==> src/rtl/hvr_pkg.sv <==
// Shared types, constants and helper functions for the hue/value to RGB pipeline.
package hvr_pkg;

   localparam logic [16:0] ONE_Q16       = 17'd65536;
   localparam int          SECTOR_COUNT  = 6;

   localparam logic [2:0] SECTOR_0    = 3'd0;
   localparam logic [2:0] SECTOR_1    = 3'd1;
   localparam logic [2:0] SECTOR_2    = 3'd2;
   localparam logic [2:0] SECTOR_3    = 3'd3;
   localparam logic [2:0] SECTOR_4    = 3'd4;
   localparam logic [2:0] SECTOR_5    = 3'd5;
   localparam logic [2:0] SECTOR_WRAP = 3'd6;

   localparam logic [2:0] CSR_HUE_SAMPLE_LOW    = 3'd0;
   localparam logic [2:0] CSR_HUE_SAMPLE_HIGH   = 3'd1;
   localparam logic [2:0] CSR_VALUE_SAMPLE_LOW  = 3'd2;
   localparam logic [2:0] CSR_VALUE_SAMPLE_HIGH = 3'd3;
   localparam logic [2:0] CSR_HUE_OFFSET        = 3'd4;
   localparam logic [2:0] CSR_HUE_GAIN          = 3'd5;
   localparam logic [2:0] CSR_VALUE_GAIN        = 3'd6;

   typedef struct packed {
      logic signed [31:0] hue_sample_low;
      logic signed [31:0] hue_sample_high;
      logic signed [31:0] value_sample_low;
      logic signed [31:0] value_sample_high;
      logic        [16:0] hue_offset;
      logic signed [31:0] hue_gain;
      logic        [31:0] value_gain;
   } cfg_type;

   typedef struct packed {
      logic signed [31:0] hue_sample;
      logic signed [31:0] value_sample;
      logic               last_pixel;
   } pixel_type;

   typedef struct packed {
      logic [31:0] dh;
      logic [31:0] dv;
      logic        last_pixel;
   } dist_type;

   typedef struct packed {
      logic signed [64:0] hprod;
      logic        [63:0] vprod;
      logic               last_pixel;
   } prod_type;

   typedef struct packed {
      logic [16:0] hue;
      logic [16:0] v;
      logic        last_pixel;
   } hv_type;

   typedef struct packed {
      logic [2:0]  sector;
      logic [16:0] v;
      logic        zero_sat;
      logic [15:0] sf;
      logic [16:0] sf1;
      logic [16:0] p;
      logic        last_pixel;
   } sect_type;

   typedef struct packed {
      logic [15:0] red;
      logic [15:0] green;
      logic [15:0] blue;
      logic        end_of_image;
   } rgb_type;

   function automatic logic [31:0] clip_dist(input logic signed [31:0] x,
                                             input logic signed [31:0] lo,
                                             input logic signed [31:0] hi);
      logic signed [31:0] c;
      logic        [32:0] d;
      c = x;
      if (c >= hi) c = hi;
      if (c <= lo) c = lo;
      d = {c[31], c} - {lo[31], lo};
      return d[31:0];
   endfunction

   function automatic logic [15:0] sat16(input logic [16:0] x);
      return x[16] ? 16'hFFFF : x[15:0];
   endfunction

endpackage

==> src/rtl/hvr_sector.sv <==
// Stage 4: find hue sector and fraction, form s*f, s*(1-f) and p.
module hvr_sector
   import hvr_pkg::*;
(
   input  logic     clock,
   input  logic     reset,
   input  logic     up_valid,
   output logic     up_ready,
   input  hv_type   up_data,
   output logic     dn_valid,
   input  logic     dn_ready,
   output sect_type dn_data
);

   logic        valid_ff, valid_in;
   sect_type    data_ff, data_in;
   logic [18:0] h6;
   logic [15:0] f;
   logic [16:0] s;
   logic [31:0] m_sf;
   logic [32:0] m_sf1;
   logic [32:0] m_p;

   assign up_ready = !valid_ff || dn_ready;
   assign h6       = {2'b00, up_data.hue} * 19'(SECTOR_COUNT);
   assign f        = h6[15:0];
   assign s        = ONE_Q16 - up_data.v;
   assign m_sf     = 32'(s) * 32'(f);
   assign m_sf1    = 33'(s) * 33'(ONE_Q16 - {1'b0, f});
   assign m_p      = 33'(up_data.v) * 33'(up_data.v);

   always_comb begin
      valid_in = valid_ff;
      data_in  = data_ff;
      if (up_ready) begin
         valid_in = up_valid;
         if (h6[18:16] == SECTOR_WRAP) begin
            data_in.sector = SECTOR_0;
         end else begin
            data_in.sector = h6[18:16];
         end
         data_in.v          = up_data.v;
         data_in.zero_sat   = (s == '0);
         data_in.sf         = m_sf[31:16];
         data_in.sf1        = m_sf1[32:16];
         data_in.p          = m_p[32:16];
         data_in.last_pixel = up_data.last_pixel;
      end
   end

   always_ff @(posedge clock) begin
      if (reset) begin
         valid_ff <= 1'b0;
      end else begin
         valid_ff <= valid_in;
      end
   end

   always_ff @(posedge clock) begin
      data_ff <= data_in;
   end

   assign dn_valid = valid_ff;
   assign dn_data  = data_ff;

endmodule

==> config.mk <==
export PLATFORM = sky130hd
export DESIGN_NAME = hvr_sector
export DESIGN_NICKNAME = d
export VERILOG_FILES = /design/src/rtl/hvr_pkg.sv /design/src/rtl/hvr_sector.sv
export SDC_FILE = /design/constraint.sdc
export NUM_CORES = 2
export LEC_CHECK = 0
export ABC_AREA = 0
export BUFFER_PORTS_ARGS = -buffer_cell sky130_fd_sc_hd__buf_4
export CAP_MARGIN = 20
export CORE_UTILIZATION = 50
export DETAILED_ROUTE_END_ITERATION = 6
export GPL_ROUTABILITY_DRIVEN = 0
export PLACE_DENSITY = 0.74
export SYNTH_ARGS = -nofsm -noshare
export SYNTH_HDL_FRONTEND = slang
export SYNTH_SLANG_ARGS = --single-unit
==> constraint.sdc <==
create_clock -name clock -period 21.8 [get_ports clock]
set_input_delay 2.18 -clock clock [delete_from_list [all_inputs] [get_ports clock]]
set_output_delay 2.18 -clock clock [all_outputs]
set_load 0.05 [all_outputs]
* Word level (Yosys, flattened, before mapping) *
Index checks and enable logic that the tools add are counted.

cells by class
  $add $sub $neg = 2
  reductions and logical operators = 3
  multipliers = 4
  equal/unequal tests = 1

operators by type and width
  operator                count
  $mul 17x17->33          1
  $mul 18x18->33          1
  $mul 17x15->31          1
  $mul 17x2->18 const B   1
  $sub 17x16->18 const A  1
  $logic_not 17->1        1
  $sub 17x17->17 const A  1
  $eq 3x3->1 const B      1
  $logic_not 1->1         1
  $logic_or 1x1->1        1

word-level totals
  logic and storage cells = 18
  output and inout port bits = 74
  register bits after elaboration = 73
  bits of input ports = 39

* Depth between registers and ports, before layout *
  depth after elaboration = 3
  mapped depth = 36
  mapped depth without buffers = 34

* Worst setup path after synthesis *
OpenSTA, ideal clock, no wires.

  kind = input port to flip-flop
  from = input port up_data[18] (netlist name)
  to = register data_ff, in the netlist dn_data[32] (data pin)
  required time = 21.520 ns
  path buffers = 1
  library setup time = 0.280 ns
  cell stages on the path = 31
  slack = 11.332 ns
  data arrival time = 10.188 ns
  cell sequence = ha_1 > inv_1 > fa_1 > nor3b_1 > nor3b_4 > nor4b_2 > or2b_1 > nand3b_1 > xnor2_1 > clkbuf_1 > nand2_1 > fa_1 > inv_1 > fa_1 > fa_1 > fa_1 > fa_1 > inv_1 > fa_1 > inv_1 > ha_1 > a21o_1 > a21o_1 > a2111oi_0 > nor3_1 > a2111oi_1 > nor3_1 > o31ai_1 > nand2b_1 > a211oi_1 > nor2_1

between the ends
  cells in the longest elaborated chain, start to end = 3

RTL lines
  element               line              RTL
  start, declared       hvr_sector.sv:9   input hv_type up_data,
  $mul 17x2->18         hvr_sector.sv:25  assign h6 = {2'b00, up_data.hue} * 19'(SECTOR_COUNT);
  $sub 17x16->18        hvr_sector.sv:29  assign m_sf1 = 33'(s) * 33'(ONE_Q16 - {1'b0, f});
  $mul 18x18->33        hvr_sector.sv:29
  via m_sf1[30]         hvr_sector.sv:21  logic [32:0] m_sf1;
  end signal, assigned  hvr_sector.sv:60  data_ff <= data_in;
  end, declared         hvr_sector.sv:16  sect_type data_ff, data_in;

The timed path passes the listed nets, and every way through them passes these cells.
A chain may end at the register's enable or synchronous reset.

* Final worst setup path *
Ends and elaborated chain as after synthesis.

==> impl_metrics.toml <==
[critical_path]
crit_fanout = 21
endpoint_kind = "register"
startpoint_type = "primary input"
reg2reg_depth = 2
rr_endpoint = "dn_data[10]"
crit_end = "dn_data[32]"
r2r_slack_ns = 20.01
critPathMaxStageDelay_ns = 1.05
critPathSlowestCell = "fa_1"
reg2reg_from = "dn_valid"
required_ns = 21.93
cpMostUsedCell = "fa_1"
critPathLaunch = "up_data[18]"
arrival_ns = 11.93
critPathKind = "in -> reg"

[status]
status = "finished, final reports clean"

[floorplanning]
die_h_microns = 235
core_sq_um = 53800
dieArea_sq_um = 55400
die_w_microns = 235
rows = 85
pin_count = 113
start_util_pct = 50.6

[synthesis]
syn_area_sq_um = 27200
synthCells = 2971
synth_edf_count = 72
synthFlopType = "edfxtp_1"
synth_fp_nets = 3934
seq_area_frac_synth_pct = 8.02
yosysWarnings = 0
async_flop_share_pct = 0
synth_seq_cells = 73
syn_area_per_cell_sq_um = 9.16
ys_types = 68

[timing]
worst_pin_slew_ns = 1.09
finClkSkew_ns = 0.0143
finalSetupTns_ns = 0
slew_headroom_pct = 26.9
setup_viol = 0
fmax_ghz = 0.0848
report.final.slew_viol_count = 0
hold_viol = 0
finalCriticalPeriod_ns = 11.79
rsz0062_at_grt = "no"
fin_crit_sh_pct = 54.1

[clock_tree]
postCtsSetupBuffers = 0
clk_latency_ns = 0.41
cts_resized = 0
tritoncts = "built"
ctsHoldBuffers = 0
root_buffer = "clkbuf_16"
htreeDepth = 3
cts_sinks = 73
cts_buffers = 9
cts_buffer_depth = 2
cts.clk_slew.worst_paths_ns = 0.07

[routing]
dr.pass1.iters = 5
ant_nets = 0
vias = 19600
viasPerCell = 5.24
drtIter0Drc = 1276
post_drt_wl_per_cell_microns = 16.8
routed_wl_microns = 62800
drc = 0

[global_route]
grt_max_degree = 54
grt_use_total_pct = 24.2
antenna_found_initial = 1
grt_pass1_wl_microns = 105000
grt-ovfl-total = 0
grt_pass1_vias = 20900

[flow_run]
max_cap_violations = 0

[finish]
layout.nets = 4000
drive_gt1_share_pct = 7.00
area_growth_pct = 7.95
diodes = 0

[min_path]
min_from = "dn_valid"
hold_path_class = "reg -> reg"

[place]
io_buffers = 112
detailed_place_hpwl_microns = 50300
-- cell type report --
class | instances | area (sq um)
inverters | 742 | 2790
well taps | 696 | 871
clock buffers | 9 | 225
flip-flops and latches | 73 | 2180
fillers | 4782 | 24400
repair buffers | 162 | 1220
multi-input cells | 2049 | 22000
clock inverters | 7 | 86.3
-- layout by cell type (no fill, tap or decap), drive strengths merged, types with 6 or more instances in the layout --
master,instances
nand3,11
and2,91
nor4,7
inv,741
fa,589
nand2b,22
a21o,21
nor2b,9
o21ai,19
buf,162
nor2,240
ha,335
nor3b,7
xnor2,85
o21a,13
a211oi,6
or3,6
nand2,400
xor2,36
nor3,35
nand4,10
a21oi,33
clkbuf,9
or2,7
clkinv,6
edfxtp,72
-- state kept, by name, indices dropped and copies added, names as in the netlist --
name,flops
dn_data,72
dn_valid,1
-- worst min-delay path by stage --
stage	to	slack (ns)	depth (start not counted)
global placement	dn_data[50]	0.92	1
detailed placement	dn_data[50]	0.92	1
CTS	dn_data[50]	0.95	1
floorplan	dn_valid	2.25	1
finish	dn_data[50]	0.91	1
global route	dn_data[50]	0.98	1
-- Yosys cell counts, drive strengths merged (10+ instances only) --
cell	count	area, sq um
a21o	21	158
a21oi	33	165
and2	91	569
clkbuf	100	375
edfxtp	72	2160
fa	589	11800
ha	335	4190
inv	738	2770
nand2	400	1500
nand2b	22	138
nand3	11	55.1
nand4	10	62.6
nor2	240	908
nor3	35	175
o21a	13	97.6
o21ai	19	95.1
xnor2	85	752
xor2	36	323
-- critical path, delay by kind of cell --
family	cells	cell delay, ns
simple gates	10	3.15
buf+inv	6	0.52
compound gates	6	2.02
fa+ha+maj	9	4.04
-- routing by layer --
metal | GRT usage (%) | up-vias | routed length [microns]
met3 | 3.24 | 128 | 4280
li1 | - | 8959 | -
met4 | 9.45 | 0 | 2170
met5 | 0 | - | 0
met2 | 40.7 | 717 | 30800
met1 | 31.9 | 9778 | 25500
-- stage by stage --
stage / area [sq um] / utilization [%] / std cells / hold slack [ns] / worst slack [ns]
final: 29400 / 54.6 / 3738 / 0.909 / 10.01
after global routing: 29400 / 54.6 / 3738 / 0.976 / 9.37
after CTS: 29400 / 54.6 / 3738 / 0.948 / 10.06
after detailed placement: 29100 / 54.0 / 3722 / 0.919 / 9.68
after global placement: 29100 / 54.0 / 3722 / 0.922 / 9.73
after floorplan: 27200 / - / 2971 / 2.25 / 11.33
-- cell families after synthesis --
| family | count (synthesis) | share of synthesized area, % |
|---|---|---|
| compound gates | 136 | 3.44 |
| xor+xnor | 121 | 3.95 |
| fa+ha+maj | 924 | 58.7 |
| buf+inv | 849 | 11.7 |
| flops | 73 | 8.02 |
| mux | 1 | 0.0414 |
| simple gates | 867 | 14.1 |
Power is not shown: default switching activity piles up to over one toggle a cycle in this logic, so the estimate is an artifact.
