**src/rtl/hvr_pkg.sv**
```systemverilog
// Shared types, constants and helper functions for the hue/value to RGB pipeline.
package hvr_pkg;

   localparam logic [16:0] ONE_Q16       = 17'd65536;
   localparam int          SECTOR_COUNT  = 6;

   localparam logic [2:0] SECTOR_0    = 3'd0;
   localparam logic [2:0] SECTOR_1    = 3'd1;
   localparam logic [2:0] SECTOR_2    = 3'd2;
   localparam logic [2:0] SECTOR_3    = 3'd3;
   localparam logic [2:0] SECTOR_4    = 3'd4;
   localparam logic [2:0] SECTOR_5    = 3'd5;
   localparam logic [2:0] SECTOR_WRAP = 3'd6;

   localparam logic [2:0] CSR_HUE_SAMPLE_LOW    = 3'd0;
   localparam logic [2:0] CSR_HUE_SAMPLE_HIGH   = 3'd1;
   localparam logic [2:0] CSR_VALUE_SAMPLE_LOW  = 3'd2;
   localparam logic [2:0] CSR_VALUE_SAMPLE_HIGH = 3'd3;
   localparam logic [2:0] CSR_HUE_OFFSET        = 3'd4;
   localparam logic [2:0] CSR_HUE_GAIN          = 3'd5;
   localparam logic [2:0] CSR_VALUE_GAIN        = 3'd6;

   typedef struct packed {
      logic signed [31:0] hue_sample_low;
      logic signed [31:0] hue_sample_high;
      logic signed [31:0] value_sample_low;
      logic signed [31:0] value_sample_high;
      logic        [16:0] hue_offset;
      logic signed [31:0] hue_gain;
      logic        [31:0] value_gain;
   } cfg_type;

   typedef struct packed {
      logic signed [31:0] hue_sample;
      logic signed [31:0] value_sample;
      logic               last_pixel;
   } pixel_type;

   typedef struct packed {
      logic [31:0] dh;
      logic [31:0] dv;
      logic        last_pixel;
   } dist_type;

   typedef struct packed {
      logic signed [64:0] hprod;
      logic        [63:0] vprod;
      logic               last_pixel;
   } prod_type;

   typedef struct packed {
      logic [16:0] hue;
      logic [16:0] v;
      logic        last_pixel;
   } hv_type;

   typedef struct packed {
      logic [2:0]  sector;
      logic [16:0] v;
      logic        zero_sat;
      logic [15:0] sf;
      logic [16:0] sf1;
      logic [16:0] p;
      logic        last_pixel;
   } sect_type;

   typedef struct packed {
      logic [15:0] red;
      logic [15:0] green;
      logic [15:0] blue;
      logic        end_of_image;
   } rgb_type;

   function automatic logic [31:0] clip_dist(input logic signed [31:0] x,
                                             input logic signed [31:0] lo,
                                             input logic signed [31:0] hi);
      logic signed [31:0] c;
      logic        [32:0] d;
      c = x;
      if (c >= hi) c = hi;
      if (c <= lo) c = lo;
      d = {c[31], c} - {lo[31], lo};
      return d[31:0];
   endfunction

   function automatic logic [15:0] sat16(input logic [16:0] x);
      return x[16] ? 16'hFFFF : x[15:0];
   endfunction

endpackage

```
**src/rtl/hvr_clip.sv**
```systemverilog
// Stage 1: clip both samples and take their distance above the lower bounds.
module hvr_clip
   import hvr_pkg::*;
(
   input  logic      clock,
   input  logic      reset,
   input  cfg_type   cfg,
   input  logic      up_valid,
   output logic      up_ready,
   input  pixel_type up_data,
   output logic      dn_valid,
   input  logic      dn_ready,
   output dist_type  dn_data
);

   logic     valid_ff, valid_in;
   dist_type data_ff, data_in;

   assign up_ready = !valid_ff || dn_ready;

   always_comb begin
      valid_in = valid_ff;
      data_in  = data_ff;
      if (up_ready) begin
         valid_in           = up_valid;
         data_in.dh         = clip_dist(up_data.hue_sample, cfg.hue_sample_low,
                                        cfg.hue_sample_high);
         data_in.dv         = clip_dist(up_data.value_sample, cfg.value_sample_low,
                                        cfg.value_sample_high);
         data_in.last_pixel = up_data.last_pixel;
      end
   end

   always_ff @(posedge clock) begin
      if (reset) begin
         valid_ff <= 1'b0;
      end else begin
         valid_ff <= valid_in;
      end
   end

   always_ff @(posedge clock) begin
      data_ff <= data_in;
   end

   assign dn_valid = valid_ff;
   assign dn_data  = data_ff;

endmodule

```
**config.mk**
```make
export PLATFORM = sky130hd
export DESIGN_NAME = hvr_clip
export DESIGN_NICKNAME = d
export VERILOG_FILES = /design/src/rtl/hvr_pkg.sv /design/src/rtl/hvr_clip.sv
export SDC_FILE = /design/constraint.sdc
export NUM_CORES = 1
export LEC_CHECK = 0
export ABC_AREA = 0
export BUFFER_PORTS_ARGS = -buffer_cell sky130_fd_sc_hd__buf_2
export CAP_MARGIN = 20
export CORE_ASPECT_RATIO = 2
export CORE_MARGIN = 4
export CORE_UTILIZATION = 52
export DETAILED_ROUTE_END_ITERATION = 6
export PLACE_DENSITY = 0.83
export RECOVER_POWER = 25
export REMOVE_ABC_BUFFERS = 1
export SLEW_MARGIN = 10
export SYNTH_ARGS = -nofsm -noshare
export SYNTH_HDL_FRONTEND = slang
export SYNTH_SLANG_ARGS = --single-unit
export TNS_END_PERCENT = 30
```
**constraint.sdc**
```tcl
create_clock -name clock -period 7.9 [get_ports clock]
set_input_delay 0 -clock clock [delete_from_list [all_inputs] [get_ports clock]]
set_output_delay 0 -clock clock [all_outputs]
set_load 0.1 [all_outputs]
```
== Word level (Yosys, flattened, before mapping) ==
Cells that the tools add are included.
Storage, ports and cells
  input bits: 278
  output and inout port bits: 67
  register bits after elaboration: 66
  word-level logic and storage cells: 20
Cells by class
  add/subtract/negate cells: 2
  muxes and demuxes: 8
  magnitude comparators: 4
  reduce and logical (&&, ||, !) cells: 2
Operators with widths (count)
  2-to-1 mux 32 bit: 8
  greater-or-equal comparator 32 bit: 2
  <= comparator 32 bit: 2
  subtractor 32 bit: 2
  logical NOT 1 bit: 1
  logical OR 1 bit: 1

== Longest topological paths before layout ==
  depth after elaboration: 7
  mapped depth: 32

== Worst setup path after synthesis ==
OpenSTA, ideal clock, no wires.
  path type: input port to flip-flop
  start: in cfg[172] (netlist bit)
  end: reg data_ff (netlist bit dn_data[63]), data pin
  path slack: 1.381 ns
  data required time: 7.642 ns
  cell stages on the path: 30
  data arrival time: 6.261 ns
  path through: inv_1 -> ha_1 -> and3_1 -> nand4_1 -> nor4_2 -> a31oi_1 -> a211oi_2 -> buf_2 -> mux2_2 -> ha_1 -> nand4_1 -> nor3_1 -> nand4_1 -> or4_1 -> o311ai_0 -> mux2i_1 -> clkbuf_1 -> o21ai_0 -> ha_1 -> inv_1 -> fa_1 -> a211oi_1 -> o21bai_1 -> a21oi_1 -> o21ai_0 -> a41oi_2 -> o31ai_1 -> a41o_1 -> a21oi_1 -> xnor2_1
Between the ends
  word-level cells in the longest chain between the ends: 7
RTL lines
  start: declaration: line hvr_clip.sv:7  | input cfg_type cfg,
  greater-or-equal comparator 32 bit: line hvr_pkg.sv:80  | if (c >= hi) c = hi;
  2-to-1 mux 32 bit *: line hvr_pkg.sv:80
  2-to-1 mux 32 bit *: line hvr_clip.sv:24  | if (up_ready) begin
  <= comparator 32 bit: line hvr_pkg.sv:81  | if (c <= lo) c = lo;
  2-to-1 mux 32 bit *: line hvr_pkg.sv:81
  2-to-1 mux 32 bit *: line hvr_clip.sv:24
  subtractor 32 bit *: line hvr_pkg.sv:82  | d = {c[31], c} - {lo[31], lo};
  end signal: assignment: line hvr_clip.sv:43  | data_ff <= data_in;
  end: declaration: line hvr_clip.sv:17  | dist_type data_ff, data_in;
Every way passes the cells marked *; elsewhere a longest branch is shown, timed or not. The select of a mux whose other input is x is not followed.
A chain may end at the register's enable or synchronous reset.

== Worst setup path after layout ==
  start: in cfg[160] (netlist bit)
  end: reg data_ff (netlist bit dn_data[63]), data pin
Same word-level chain as after synthesis.

==> flow_metrics.tcl <==
set metrics [dict create \
    critPathMaxFanout 15 \
    cp-end-kind "flop" \
    status "finished clean" \
    wl_met1_um 9325 \
    syn_to_final_growth_pct 21.99 \
    design.core.area_sq_mm 0.01831 \
    pwr_density_cell_mw_per_mm2 339.8 \
    synth_area_per_cell_sq_um 8.427 \
    fin_area_sq_mm 0.01180 \
    ir_drop_mv 0.2712 \
    drtIter0Drc 250 \
    switchingPower_mw 2.365 \
    overflow 0 \
    worst_pin_slew_ps 1256 \
    clock_latency_ps 340 \
    synth_most_common_cell "ha_1" \
    synth_cell_types 71 \
    critical-path-max-stage-delay_ps 700 \
    portBuffers 263 \
    path_buf_inv 4 \
    start_util 0.5285 \
    yosysSeqAreaShare 0.2038 \
    route.detailed.drc 0 \
    reg2regPathDepth 3 \
    setup_viol 0 \
    grt_antenna_before_repair 0 \
    critPathKind "primary input to flop" \
    clkTransAtPathRegs_ps 50 \
    wl_um 28930 \
    seqCellArea_sq_mm 0.001972 \
    n_antenna_cell 0 \
    finalCritPeriodShare 0.9473 \
    dieArea_sq_mm 0.02098 \
    fin_skew_ps 7.229 \
    grt_pass1_vias 10150 \
    synthTopCellsByArea "ha_1, edfxtp_1, a21oi_1" \
    post-place-ws_ps 79.65 \
    synthArstFlopShare 0 \
    synth_cells 1148 \
    routed-wl-met2_um 15330 \
    p_sw_frac 0.5896 \
    ios 345 \
    highest_layer "met4" \
    path_delay_family "simple AND/OR/NAND/NOR gates" \
    rsz0062_at_grt "false" \
    p_total_mw 4.011 \
    yosysTopAreaCell "ha_1" \
    pwr-share-comb 0.732 \
    crit_arrival_ps 7570 \
    cts_buffers 9 \
    wl_per_cell_um 17.32 \
    fin_ws_ps 416.2 \
    hold_class "primary input to flop" \
    relSlewSlack 0.1665 \
    crit_cells 31 \
    synth.top_cell.area_share 0.2457 \
    finalMaxSlewViolations 0 \
    synth_seq_cells 66 \
    clock_tree.buffer_depth 2 \
    cts_sinks 66 \
    max_cap_violations 0 \
    yosysWarnings 0 \
    min_path_cells 3 \
    min_period_ps 7484 \
    p_leak_nw 6.089 \
    finalHoldViolCount 0 \
    clockRootBuffer "clkbuf_16" \
    p_int_mw 1.646 \
    vias 9751 \
    die_w_um 104.4 \
    crit_required_ps 7990 \
    cts_resized 0 \
    place.gp.congestion 0.9083 \
    track_usage 0.2701 \
    nFillCells 1558 \
    cp-start-kind "primary input" \
    synth_commonest_cells "ha_1, inv_1, a21oi_1" \
    place_hpwl_um 24770 \
    vias_per_cell 5.839 \
    die_h_um 200.9 \
    grt_pass1_wl_um 45730 \
    cts_max_level 3 \
    multiInputGateArea_sq_mm 0.007061 \
    fin_nets 1920 \
    drtPass1Iterations 7 \
    cp_slowest_cell "or4_1" \
    seqPwrFrac 0.172 \
    fmaxAchievable_ghz 0.1336 \
    cts_tree "built" \
    synth_ff_type "edfxtp_1" \
    rows 70 \
    p_clk_frac 0.096 \
    drive_gt1_frac 0.2421 \
    netlist_area_sq_mm 0.009674 \
    grt_max_degree 68 \
    placed_area_sq_mm 0.01153 \
    synth-edff-count 65 \
    met3WireLength_um 1752 \
    ant_nets 0 \
]
-- final cells by class --
class                   count  share of cell area
clock inverters             4            0.003711
flip-flops and latches     66              0.1671
multi-input cells         908              0.5983
well taps                 216             0.02290
repair buffers            313              0.1399
clock buffers              11             0.01972
inverters                 152             0.04835
-- stage by stage --
step / setup TNS (ps) / hold WS, ps / instances / util
after CTS: 0 / 94.98 / 1668 / 0.6465
after detailed placement: 0 / 164.4 / 1650 / 0.6297
after floorplan: -23250 / 69.07 / 1126 / -
final: 0 / 108.7 / 1670 / 0.6447
after global placement: 0 / 168.8 / 1650 / 0.6297
after global routing: 0 / 118.1 / 1670 / 0.6447
-- power by group through the flow --
stage               combinational (mW)  sequential (mW)  clock (mW)
floorplan                         1.07             1.95           0
global placement                  2.90            0.688           0
detailed placement                2.95            0.690           0
CTS                               2.96            0.687       0.391
global route                      3.13            0.708       0.407
finish                            2.94            0.691       0.384
-- sequential cells by signal, summed over array words and instances, names as in the netlist --
register / count
dn_valid: 1
dn_data: 65
-- routing by layer --
layer  vias to the layer above  global-route usage
met5                         -                   0
met4                         0              0.2183
met3                       123             0.05600
met2                       378              0.5199
met1                      4476              0.2312
li1                       4774                   -
-- layout by cell type (no fill, tap or decap), drive strengths merged, types with 6 or more instances in the layout --
cell type and count:
a211oi 6, a21o 44, a21oi 135, and3 10
buf 262, clkbuf 59, edfxtp 65, ha 190
inv 152, mux2 63, nand2 79, nand2b 10
nand3 20, nand4 26, nor2 72, nor2b 15
nor3 7, o211ai 8, o21ai 72, o21bai 10
o31ai 8, or4 6, xnor2 40, xor2 13
-- worst reg2reg max path, stage by stage (launching register included) --
cell and delay [ps]:
dfxtp_1 350, nand2b_4 690, a21oi_1 170, dlygate4sd3_1 580
-- timing repair --
item	CTS	global route
buffers inserted	0	2
hold buffers	3	0
endpoints found under the setup margin	0	1
endpoints found under the hold margin	2	0
-- worst paths after layout --
kind	from	endpoint	slack, ps
max	cfg[160]	dn_data[63]	420
min	cfg[177]	dn_data[33]	110
max reg2reg	dn_valid	dn_valid	6000
min reg2reg	dn_valid	dn_data[16]	1280
-- kinds of logic after synthesis --
logic type               count (synthesis)  synth area share
buffers and inverters                  174           0.07049
adder cells (fa/ha/maj)                192            0.2499
flip-flops                              66            0.2038
XOR/XNOR                                53           0.04798
multiplexers                            68           0.08316
AND/OR/NAND/NOR                        266            0.1335
AO/OA/AOI/OAI                          329            0.2112
Power figures use the tool's default switching activity.
