===== config.mk =====
export PLATFORM = sky130hd
export DESIGN_NAME = hvr_scale
export DESIGN_NICKNAME = d
export VERILOG_FILES = /design/src/rtl/hvr_pkg.sv /design/src/rtl/hvr_scale.sv
export SDC_FILE = /design/constraint.sdc
export NUM_CORES = 1
export LEC_CHECK = 0
export ABC_AREA = 1
export BUFFER_PORTS_ARGS = -buffer_cell sky130_fd_sc_hd__buf_2
export CORE_AREA = 2 2 147 149
export DETAILED_ROUTE_END_ITERATION = 16
export DIE_AREA = 0 0 149 151
export PLACE_DENSITY_LB_ADDON = 0.08
export SYNTH_ARGS = -nofsm -noshare
export SYNTH_HDL_FRONTEND = slang
export SYNTH_SLANG_ARGS = --single-unit

===== constraint.sdc =====
create_clock -name clock -period 5.3 [get_ports clock]
set_input_delay 0.53 -clock clock [delete_from_list [all_inputs] [get_ports clock]]
set_output_delay 0.53 -clock clock [all_outputs]
set_load 0.02 [all_outputs]

===== src/rtl/hvr_pkg.sv =====
// Shared types, constants and helper functions for the hue/value to RGB pipeline.
package hvr_pkg;

   localparam logic [16:0] ONE_Q16       = 17'd65536;
   localparam int          SECTOR_COUNT  = 6;

   localparam logic [2:0] SECTOR_0    = 3'd0;
   localparam logic [2:0] SECTOR_1    = 3'd1;
   localparam logic [2:0] SECTOR_2    = 3'd2;
   localparam logic [2:0] SECTOR_3    = 3'd3;
   localparam logic [2:0] SECTOR_4    = 3'd4;
   localparam logic [2:0] SECTOR_5    = 3'd5;
   localparam logic [2:0] SECTOR_WRAP = 3'd6;

   localparam logic [2:0] CSR_HUE_SAMPLE_LOW    = 3'd0;
   localparam logic [2:0] CSR_HUE_SAMPLE_HIGH   = 3'd1;
   localparam logic [2:0] CSR_VALUE_SAMPLE_LOW  = 3'd2;
   localparam logic [2:0] CSR_VALUE_SAMPLE_HIGH = 3'd3;
   localparam logic [2:0] CSR_HUE_OFFSET        = 3'd4;
   localparam logic [2:0] CSR_HUE_GAIN          = 3'd5;
   localparam logic [2:0] CSR_VALUE_GAIN        = 3'd6;

   typedef struct packed {
      logic signed [31:0] hue_sample_low;
      logic signed [31:0] hue_sample_high;
      logic signed [31:0] value_sample_low;
      logic signed [31:0] value_sample_high;
      logic        [16:0] hue_offset;
      logic signed [31:0] hue_gain;
      logic        [31:0] value_gain;
   } cfg_type;

   typedef struct packed {
      logic signed [31:0] hue_sample;
      logic signed [31:0] value_sample;
      logic               last_pixel;
   } pixel_type;

   typedef struct packed {
      logic [31:0] dh;
      logic [31:0] dv;
      logic        last_pixel;
   } dist_type;

   typedef struct packed {
      logic signed [64:0] hprod;
      logic        [63:0] vprod;
      logic               last_pixel;
   } prod_type;

   typedef struct packed {
      logic [16:0] hue;
      logic [16:0] v;
      logic        last_pixel;
   } hv_type;

   typedef struct packed {
      logic [2:0]  sector;
      logic [16:0] v;
      logic        zero_sat;
      logic [15:0] sf;
      logic [16:0] sf1;
      logic [16:0] p;
      logic        last_pixel;
   } sect_type;

   typedef struct packed {
      logic [15:0] red;
      logic [15:0] green;
      logic [15:0] blue;
      logic        end_of_image;
   } rgb_type;

   function automatic logic [31:0] clip_dist(input logic signed [31:0] x,
                                             input logic signed [31:0] lo,
                                             input logic signed [31:0] hi);
      logic signed [31:0] c;
      logic        [32:0] d;
      c = x;
      if (c >= hi) c = hi;
      if (c <= lo) c = lo;
      d = {c[31], c} - {lo[31], lo};
      return d[31:0];
   endfunction

   function automatic logic [15:0] sat16(input logic [16:0] x);
      return x[16] ? 16'hFFFF : x[15:0];
   endfunction

endpackage


===== src/rtl/hvr_scale.sv =====
// Stage 3: scale products to Q1.16, add the hue offset and saturate hue and value.
module hvr_scale
   import hvr_pkg::*;
(
   input  logic     clock,
   input  logic     reset,
   input  cfg_type  cfg,
   input  logic     up_valid,
   output logic     up_ready,
   input  prod_type up_data,
   output logic     dn_valid,
   input  logic     dn_ready,
   output hv_type   dn_data
);

   logic               valid_ff, valid_in;
   hv_type             data_ff, data_in;
   logic signed [40:0] hshift;
   logic signed [41:0] hsum;
   logic        [39:0] vshift;

   assign up_ready = !valid_ff || dn_ready;
   assign hshift   = up_data.hprod[64:24];
   assign hsum     = $signed({25'd0, cfg.hue_offset}) + $signed({hshift[40], hshift});
   assign vshift   = up_data.vprod[63:24];

   always_comb begin
      valid_in = valid_ff;
      data_in  = data_ff;
      if (up_ready) begin
         valid_in = up_valid;
         if (hsum[41]) begin
            data_in.hue = '0;
         end else if (hsum[40:0] > {24'd0, ONE_Q16}) begin
            data_in.hue = ONE_Q16;
         end else begin
            data_in.hue = hsum[16:0];
         end
         if (vshift > {23'd0, ONE_Q16}) begin
            data_in.v = ONE_Q16;
         end else begin
            data_in.v = vshift[16:0];
         end
         data_in.last_pixel = up_data.last_pixel;
      end
   end

   always_ff @(posedge clock) begin
      if (reset) begin
         valid_ff <= 1'b0;
      end else begin
         valid_ff <= valid_in;
      end
   end

   always_ff @(posedge clock) begin
      data_ff <= data_in;
   end

   assign dn_valid = valid_ff;
   assign dn_data  = data_ff;

endmodule


; ---- Word level (Yosys, flattened, before mapping)
; Cells that the tools add are included.
[word_totals]
register_bits = 36
in_bits = 343
out_inout_bits = 37
wordCells = 12
[op_classes]
add_sub_neg = 1
magnitude_cmp = 2
mux = 1
reduce_logical = 3
[op_table]
columns = operator, n
row1 = 18-bit by 41-bit adder with 42-bit output, 1
row2 = "41-bit by 17-bit > comparator with 1-bit output, second input constant", 1
row3 = "40-bit by 17-bit > comparator with 1-bit output, second input constant", 1
row4 = 17-bit 2-to-1 mux, 1
row5 = 2-bit OR reduction, 1
row6 = 1-bit logical NOT, 1
row7 = 1-bit logical OR, 1

; ---- Depth between registers and ports, before layout
; Gate-level depths: netlist of the first run.
[depth]
ltp_word = 3
ltp_mapped = 20
depth_no_buf = 20

; ---- Least setup slack after synthesis of the first run
; No wires, ideal clock.
[synth_timing]
path_type = input -> register
startpoint = in cfg[64] (netlist bit)
endpoint = reg data_ff, in the netlist dn_data[24], data pin
setup_time_ps = 262
arrival_time_ps = 2392
setup_slack_ps = 2647
stages = 19
path_buffers = 1
cell_sequence = ha_1 > inv_1 > fa_1 > inv_1 > nand3_1 > nand2_1 > nand2_1 > nand2_1 > nand2_1 > nand2_1 > nand2_1 > nand2_1 > nand2_1 > nand2_1 > nand3b_1 > nor2_1 > nand2_2 > buf_6 > nor3_2
[synth_between]
elab_chain_cells = 3
[synth_rtl]
columns = element, line
row1 = "start, declared", hvr_scale.sv:7  ; input cfg_type cfg,
row2 = 18-bit by 41-bit adder with 42-bit output *, hvr_scale.sv:24  ; assign hsum = $signed({25'd0, cfg.hue_offset}) + $signed({hshift[40], hshift});
row3 = 41-bit by 17-bit > comparator with 1-bit output, hvr_scale.sv:34  ; end else if (hsum[40:0] > {24'd0, ONE_Q16}) begin
row4 = 2-bit OR reduction (no line), --
row5 = "end signal, assigned", hvr_scale.sv:57  ; data_ff <= data_in;
row6 = "end, declared", hvr_scale.sv:17  ; hv_type data_ff, data_in;
; Mark *: on every way between the ends. The rest lies on a longest branch, timed or not.
; A chain may end at the register's enable or synchronous reset.

; ---- Final worst setup path of the first run
[layout_timing]
startpoint = in up_data[89] (netlist bit)
endpoint = reg data_ff, in the netlist dn_data[18], data pin
[layout_between]
elab_chain_cells = 3
[layout_rtl]
columns = element, line
row1 = "start, declared", hvr_scale.sv:10  ; input prod_type up_data,
row2 = 18-bit by 41-bit adder with 42-bit output *, hvr_scale.sv:24
row3 = 41-bit by 17-bit > comparator with 1-bit output, hvr_scale.sv:34
row4 = 2-bit OR reduction (no line), --
; Marks and branches as above.

==> summary.txt, run 1 <==
Run status
  • Outcome: finished, final reports clean

Setup path
  • CP endpoint kind: register
  • Startpoint types: input port
  • Crit Path Class: input port to register
  • Flop2flop setup slack: 4.08 ns
  • Crit-path max FO: 16
  • WP data arrival: 3.54 ns
  • CP required: 5.38 ns

Drt
  • Post-Route M1 WL: 8137 um
  • Metal2 WL: 6492 um
  • WL final: 15960 um
  • Uppermost layer routed: met4
  • Detailed Routing Iterations Pass 1: 4
  • DR WL/cell: 14.15 um
  • Vias per cell: 4.159
  • Metal3 WL: 1151 um
  • Drt initial violations: 214
  • Remaining DRCs: 0
  • Vias: 4691
  • Post-route ant nets: 0

Floorplan
  • Starting Density: 20.29%
  • Core Rows: 53
  • Die X: 149 um
  • I/O pins: 380
  • Die H: 151 um
  • Die ar.: 0.02250 mm2
  • Core ar.: 0.02082 mm2

GRT
  • Global Route Usage Sum: 14.49%
  • Antenna violations before repair: 0
  • First-pass GRT wire length: 24940 um
  • Vias in the first global route: 4707
  • GRT Residual Overflow: 0
  • Pin count of the biggest net entering global routing: 35

Timing
  • Final Hold Violating Endpoints: 0
  • Clk_skew: 0.003402 ns
  • Worst Max-Slew Pin Slew: 1.059 ns
  • RSZ-0062 raised after global routing: no
  • Setup-failing EPs final: 0
  • Relative slew slack: 28.92%
  • Slew Viols, Final: 0
  • Setup tns final: 0 ns
  • Max Fclk: 288.9 MHz
  • Fin crit period: 3.462 ns
  • Crit share post-route: 65.32%

Clocking
  • CTS tree: built
  • Setup Buffers After CTS: 0
  • Num CTS Buffers: 5
  • Clock-pin slew on the worst setup and hold paths: 0.05 ns
  • CTS Hold Bufs: 0
  • CTS Buffer Depth: 2
  • CTS resizes: 0
  • Clock sink count: 36
  • Root buffer cell: clkbuf_16
  • Clk_lat worst skew: 0.28 ns
  • H-tree lvl count: 2

Power and ir drop
  • Leakage power total: 3.008 nW
  • Cell Int Power: 0.6507 mW
  • Seq pwr share: 33.2%
  • Cell area power density: 181.3 mW/mm2
  • Sw Share: 33.63%
  • Peak VDD IR: 0.00009632 V
  • Gate power share: 33.8%
  • Design Power: 0.9805 mW
  • Clock network power share: 33.1%
  • NetSw: 0.3298 mW

Place
  • Detailed placement HPWL: 14340 um
  • I/O Buffers: 139
  • RD Place Congestion: 0.8308

Finish
  • # diodes: 0
  • FILL cells: 2463
  • Area growth from synthesis to layout: 28.01%
  • Nets@finish: 1213
  • Layout cells sized above 1: 22.16%
  • Final core occ: 25.98%

Yosys
  • Number of synthesized flops with an enable pin: 35
  • Register area share after synthesis: 25.35%
  • Syn_nets: 1069
  • Post-synthesis instance total: 708
  • YS warnings: 0
  • Post-Synthesis Cell Area: 0.004225 mm2
  • Dominant synthesized flop cell: edfxtp_1
  • Ys async rst share: 0%
  • Mapped Avg Cell Area: 5.968 um2
  • Yosys cell types: 32
  • Synthesis-stage register bit count: 36

Min path
  • Worst min-delay path category: input port to register

Flow run
  • Max-cap violations: 0
## worst paths after layout
path | from | to | cells past startpoint
max | up_data[89] | dn_data[18]$_SDFFCE_PP0P_ | 16
min | reset | dn_valid$_SDFFE_PP0P_ | 2
max reg2reg | dn_valid$_SDFFE_PP0P_ | dn_data[31]$_SDFFCE_PP0P_ | 2
min reg2reg | dn_valid$_SDFFE_PP0P_ | dn_valid$_SDFFE_PP0P_ | 2
## metrics by stage
step	cells	setup WS, ns	instance area (um2)	hold slack [ns]
6_report	1128	1.838	5409	0.4007
5_1_grt	1128	1.420	5409	0.4054
4_1_cts	1128	1.742	5409	0.3904
3_5_place_dp	1120	1.458	5246	0.5613
3_3_place_gp	1120	1.479	5246	0.5659
2_1_floorplan	708	2.647	4225	0.5991
## power groups by stage
stage | registers [mW] | logic [mW] | clock network, mW
global placement | 0.331 | 0.338 | 0
CTS | 0.325 | 0.336 | 0.335
finish | 0.325 | 0.331 | 0.324
floorplan | 0.348 | 0.187 | 0
detailed placement | 0.331 | 0.335 | 0
global route | 0.326 | 0.377 | 0.342
## cells in the mapped netlist (2+ instances only)
cell	count	area, um2
xor2_1	2	17.52
nand3_1	50	250.2
nand4_1	19	118.9
o21ai_0	2	10.01
nor3_2	11	110.1
nand3_2	6	60.06
buf_6	2	22.52
nand2_1	281	1055
nor4_1	7	43.79
nand3b_1	10	75.07
inv_1	129	484.2
nor3_1	12	60.06
xnor2_1	5	43.79
inv_2	3	11.26
ha_1	17	212.7
edfxtp_1	35	1051
nand2_2	9	56.30
nor2_1	78	292.8
nor2_4	5	56.30
a21oi_1	8	40.04
nor2_2	6	37.54
## placed cells by master, fill, tap and decap left out, types with 2 or more instances in the layout
cell type  instances
nor4_1             7
ha_1              17
nor2_1            78
nand2_2            9
nor3_2            11
nand4_1           19
nand3b_1          10
inv_1            129
xor2_1             2
inv_2              3
clkinv_1           2
nand2_1          281
edfxtp_1          35
nor2_2             6
a21oi_1            8
nor2_4             5
nor3_1            12
nand3_2            6
xnor2_1            5
o21ai_0            2
nand3_1           50
buf_2            139
clkbuf_16          5
## cells by family after synthesis
kind of cell    share of synthesized area, %
flops                                  25.35
simple gates                           54.04
fa+ha+maj                              5.508
xor+xnor                               1.451
compound gates                         1.303
buf+inv                                12.35
## layer usage
layer	GRT usage, %	vias to the layer above
met1	20.83	2025
met2	22.90	153
met4	3.381	0
li1	-	2501
met3	2.048	12
met5	0	-
## state kept, by name (all words and copies together), names as in the netlist
name,cells
dn_valid,1
dn_data,35
## worst max-delay path, stage by stage
cell	delay (ns)
buf_2	0.13
ha_1	0.24
inv_1	0.07
fa_1	0.42
inv_1	0.15
nand3_1	0.09
nand2_1	0.18
nand2_1	0.07
nand2_1	0.19
xnor2_1	0.26
nand3_1	0.12
nor2_1	0.13
nand3_1	0.12
nand2_1	0.09
nand3_2	0.33
nor3_1	0.39
## final cells by class
| type | instances | area (um2) | share of cell area (%) |
|---|---|---|---|
| inverter | 132 | 495.5 | 9.160 |
| tap | 275 | 344.1 | 6.361 |
| clock buffer | 5 | 125.1 | 2.313 |
| clock inverter | 3 | 37.54 | 0.6940 |
| sequential | 36 | 1071 | 19.80 |
| multi-input combinational | 537 | 2633 | 48.67 |
| timing repair buffer | 140 | 703.2 | 13.00 |
Note: power is estimated with default switching activity, not from simulation.
==> run 2, diff against run 1 <==
Clock period 5.3 ns to 2.8 ns, I/O delays scaled along.
==> summary.txt, run 2 (same netlist as run 1, synthesis figures left out) <==
Power and ir drop
  • Peak VDD IR: 0.0001656 V
  • Design Power: 1.899 mW
  • Leakage power total: 3.405 nW
  • Cell area power density: 314.4 mW/mm2

Clocking
  • H-tree lvl count: 2
  • Clock-pin slew on the worst setup and hold paths: 0.05 ns
  • CTS tree: built
  • Clk_lat worst skew: 0.28 ns
  • CTS Hold Bufs: 0
  • Num CTS Buffers: 5
  • CTS Buffer Depth: 2
  • Clock sink count: 36
  • Root buffer cell: clkbuf_16

Finish
  • Layout cells sized above 1: 29.88%
  • Nets@finish: 1287
  • Number of flip-flops in the largest register: 35
  • Most common cell after layout, fill and taps aside: nand2_1
  • Most frequent cells in the layout: nand2_1, buf_2, inv_1, nor2_1, buf_4
  • Area growth from synthesis to layout: 42.94%
  • # diodes: 0

Timing
  • Clk_skew: 0.001939 ns
  • Slew Viols, Final: 0
  • Hold Worst Slack: 0.1499 ns
  • Setup tns final: 0 ns
  • Max Fclk: 395.1 MHz
  • Final Hold Violating Endpoints: 0
  • Crit share post-route: 90.39%
  • Fin crit period: 2.531 ns
  • Relative slew slack: 65.25%
  • Setup-failing EPs final: 0
  • Worst Max-Slew Pin Slew: 0.5165 ns

Place
  • I/O Buffers: 139
  • Detailed placement HPWL: 14600 um
  • RD Place Congestion: 0.8287

Setup path
  • Crit-path max FO: 14
  • CP endpoint kind: register
  • Startpoint types: input port
  • Crit path from: cfg[69]
  • Worst r2r path cells: 2
  • WP data arrival: 2.65 ns
  • CP required: 2.92 ns
  • Flop2flop setup slack: 1.57 ns
  • Crit Path Class: input port to register
  • FF-to-FF Start: dn_valid$_SDFFE_PP0P_
  • Reg-to-Reg End: dn_data[24]$_SDFFCE_PP0P_
  • Setup crit end: dn_data[31]$_SDFFCE_PP0P_

GRT
  • GRT Residual Overflow: 0
  • Global Route Usage Sum: 14.50%
  • Pin count of the biggest net entering global routing: 35
  • Vias in the first global route: 4787
  • Antenna violations before repair: 0
  • First-pass GRT wire length: 25120 um

Floorplan
  • Die X: 149 um
  • Die ar.: 0.02250 mm2
  • Starting Density: 20.29%
  • Die H: 151 um
  • Core ar.: 0.02082 mm2
  • I/O pins: 380
  • Core Rows: 53

Drt
  • Vias: 4901
  • Uppermost layer routed: met4
  • DR WL/cell: 13.43 um
  • Metal2 WL: 6709 um
  • Detailed Routing Iterations Pass 1: 5
  • Remaining DRCs: 0
  • Drt initial violations: 160
  • Post-route ant nets: 0
  • Vias per cell: 4.077
  • WL final: 16150 um
  • Post-Route M1 WL: 8407 um
  • Metal3 WL: 913 um

Min path
  • Worst hold start: reset
  • Worst min-delay path category: input port to register

Run status
  • Outcome: finished, final reports clean

Flow run
  • Max-cap violations: 0
[run 2: worst min path at each step]
stage	cells past startpoint	end	slack, ns
floorplan	1	dn_valid$_SDFFE_PP0P_	0.35
global placement	2	dn_valid$_SDFFE_PP0P_	0.44
detailed placement	2	dn_valid$_SDFFE_PP0P_	0.44
CTS	2	dn_valid$_SDFFE_PP0P_	0.14
global route	2	dn_valid$_SDFFE_PP0P_	0.16
finish	2	dn_valid$_SDFFE_PP0P_	0.15
[run 2: cell type report]
cell class | instances | area [um2]
Tap cell | 275 | 344.1
Timing Repair Buffer | 214 | 1284
Clock inverter | 3 | 13.76
Sequential cell | 36 | 1071
Inverter | 132 | 495.5
Multi-Input combinational cell | 537 | 2706
Fill cell | 2429 | 14780
Clock buffer | 5 | 125.1
[run 2: metal layers]
layer,vias up,GRT usage (%)
met4,0,2.714
met3,6,1.446
li1,2650,-
met5,-,0
met1,2100,21.35
met2,145,23.09
[run 2: timing repair]
item	CTS	global route
pin swaps	0	5
endpoints found under the hold margin	0	0
endpoints found under the setup margin	3	17
setup buffers	0	2
resized for setup	2	16
[run 2: stage by stage]
stage	util [%]	area [um2]	setup slack, ns	std cells
after floorplan	-	4225	0.3965	708
after global placement	27.91	5812	-0.3451	1192
after detailed placement	27.91	5812	-0.3063	1192
after CTS	28.63	5961	0.01110	1200
after global routing	29.00	6040	-0.01907	1202
final	29.00	6040	0.2690	1202
[run 2: where the power goes]
group / internal [mW] / leakage [nW] / switching (mW) / total (mW)
clock network: 0.322 / 0.0710 / 0.196 / 0.518
logic: 0.314 / 2.93 / 0.451 / 0.765
registers: 0.611 / 0.408 / 0.00517 / 0.616
[run 2: worst max-delay path, stage by stage]
cell,delay (ns)
buf_2,0.10
ha_1,0.36
nand2_1,0.09
nand2_1,0.09
nand2_1,0.07
nand2_1,0.05
nand2_1,0.07
nand2_1,0.08
nand2_1,0.14
nand3_4,0.16
buf_4,0.17
nand2_1,0.06
nand2_1,0.05
nand2_1,0.05
nand2_1,0.09
nor2_1,0.16
nand3_2,0.12
buf_12,0.16
buf_4,0.14
nor3_4,0.15
==> run 3, diff against run 2 <==
Settings changed: CORE_AREA 2 2 147 149 to 2 2 146 148, DIE_AREA 0 0 149 151 to 0 0 148 150, GPL_ROUTABILITY_DRIVEN set to 1.
==> summary.txt, run 3 (same netlist as run 1, synthesis figures left out) <==
Floorplan
  • Starting Density: 20.42%
  • Die X: 148 um
  • Die ar.: 0.02220 mm2
  • Core ar.: 0.02069 mm2
  • I/O pins: 380
  • Die H: 150 um
  • Core Rows: 53

Finish
  • Most common cell after layout, fill and taps aside: nand2_1
  • Number of flip-flops in the largest register: 35
  • Nets@finish: 1285
  • Multi-input gate area: 0.002690 mm2
  • # diodes: 0
  • Final core occ: 29.18%
  • Most frequent cells in the layout: nand2_1, buf_2, inv_1, nor2_1, buf_4
  • Area growth from synthesis to layout: 42.88%
  • FILL cells: 2416
  • Layout cells sized above 1: 29.51%
  • Non-Filler Instances: 1200
  • Sequential Area: 0.001071 mm2

Run status
  • Outcome: finished, final reports clean

Setup path
  • Crit-path most repeated cell: nand2_1
  • Critical Path Slowest Stage Cell: xor2_1
  • Startpoint types: input port
  • WP data arrival: 2.62 ns
  • Crit path from: up_data[89]
  • CP endpoint kind: register
  • CP required: 2.83 ns
  • FF-to-FF Start: dn_valid$_SDFFE_PP0P_
  • Buf/Inv on CP: 5
  • Max stage delay on crit path: 0.37 ns
  • Worst-path cell chain: buf_2 -> ha_1 -> inv_1 -> fa_2 -> inv_2 -> nand3_1 -> nand2_2 -> nand2_1 -> nand2_1 -> buf_4 -> nand2_1 -> nand2_1 -> xor2_1 -> nand2_1 -> nand3_2 -> buf_4 -> nor3_2
  • Crit Path Class: input port to register
  • Crit path max-delay family: simple AND/OR/NAND/NOR gates
  • Crit-path max FO: 7

Clocking
  • Num CTS Buffers: 5
  • Clock sink count: 36
  • CTS Buffer Depth: 2
  • H-tree lvl count: 2
  • Clock-pin slew on the worst setup and hold paths: 0.05 ns
  • Root buffer cell: clkbuf_16
  • CTS tree: built
  • CTS Hold Bufs: 0
  • Clk_lat worst skew: 0.28 ns

GRT
  • First-pass GRT wire length: 24770 um
  • Vias in the first global route: 4680
  • Global Route Usage Sum: 14.41%
  • GRT Residual Overflow: 0
  • Antenna violations before repair: 0
  • Pin count of the biggest net entering global routing: 35

Min path
  • Worst hold start: reset
  • Worst min-delay path category: input port to register

Drt
  • Metal3 WL: 1000 um
  • Detailed Routing Iterations Pass 1: 4
  • Metal2 WL: 6699 um
  • Remaining DRCs: 0
  • Post-route ant nets: 0
  • WL final: 16170 um
  • Drt initial violations: 210
  • DR WL/cell: 13.48 um
  • Vias: 4900
  • Vias per cell: 4.083
  • Post-Route M1 WL: 8355 um
  • Uppermost layer routed: met4

Place
  • Detailed placement HPWL: 14570 um
  • Place WS: -0.3505 ns
  • Placed cell count: 1190
  • I/O Buffers: 139
  • RD Place Congestion: 0.8012

Timing
  • Slew Viols, Final: 0
  • Clk_skew: 0.003351 ns
  • Fin crit period: 2.589 ns
  • Final Hold Violating Endpoints: 0
  • Final worst slack: 0.2106 ns
  • Max Fclk: 386.2 MHz
  • Worst Max-Slew Pin Slew: 1.030 ns
  • Relative slew slack: 30.90%
  • Setup-failing EPs final: 0
  • Hold Worst Slack: 0.1494 ns
  • Crit share post-route: 92.48%

Flow run
  • Max-cap violations: 0

Power and ir drop
  • Cell area power density: 331.7 mW/mm2
  • Leakage power total: 3.393 nW
  • Peak VDD IR: 0.0001616 V
run 3: changes by cell type in the layout (fill, tap and decap cells not counted), moves of 2 or more:
cell    previous run  this run
nor3_2             9        13
buf_4             73        70
nor3_4             3         1
ha_2               2         0
ha_1              14        17
nor3_1            12        10
run 3: path summary, 6_finish.rpt:
kind                                    end  slack [ns]  cells past startpoint
hold reg to reg       dn_valid$_SDFFE_PP0P_        0.56                      2
setup reg to reg  dn_data[23]$_SDFFCE_PP0P_        1.57                      2
hold / removal        dn_valid$_SDFFE_PP0P_        0.15                      2
setup / recovery  dn_data[28]$_SDFFCE_PP0P_        0.21                     17
run 3: final cells by class:
cell class                 count  share of cell area [%]
multi-input combinational    537                   44.56
timing repair buffer         212                   21.08
sequential                    36                   17.74
inverter                     132                   8.207
tap                          275                   5.699
clock buffer                   6                   2.135
clock inverter                 2                  0.5803
run 3: metal layers:
layer,GRT usage [%],vias up
li1,-,2643
met1,21.25,2097
met2,22.78,152
met3,1.646,8
met4,2.571,0
met5,0,-
run 3: where the power goes:
| group | total, mW | switching, mW | leakage, nW | internal (mW) |
|---|---|---|---|---|
| Clock | 0.621 | 0.203 | 0.0808 | 0.418 |
| Combinational | 0.767 | 0.451 | 2.90 | 0.316 |
| Sequential | 0.615 | 0.00469 | 0.408 | 0.611 |
run 3: timing repair:
item / CTS / global route
pin swaps: 1 / 3
resized for setup: 2 / 13
endpoints found under the setup margin: 9 / 17
buffers inserted: 1 / 1
run 3: through the flow:
step                setup TNS, ns  area, um2  power (mW)
floorplan                       0       4225       1.011
detailed placement         -4.701       5784       1.384
global route             -0.01178       6037       2.136
finish                          0       6037       2.003
global placement           -5.946       5784       1.386
CTS                             0       5963       2.016
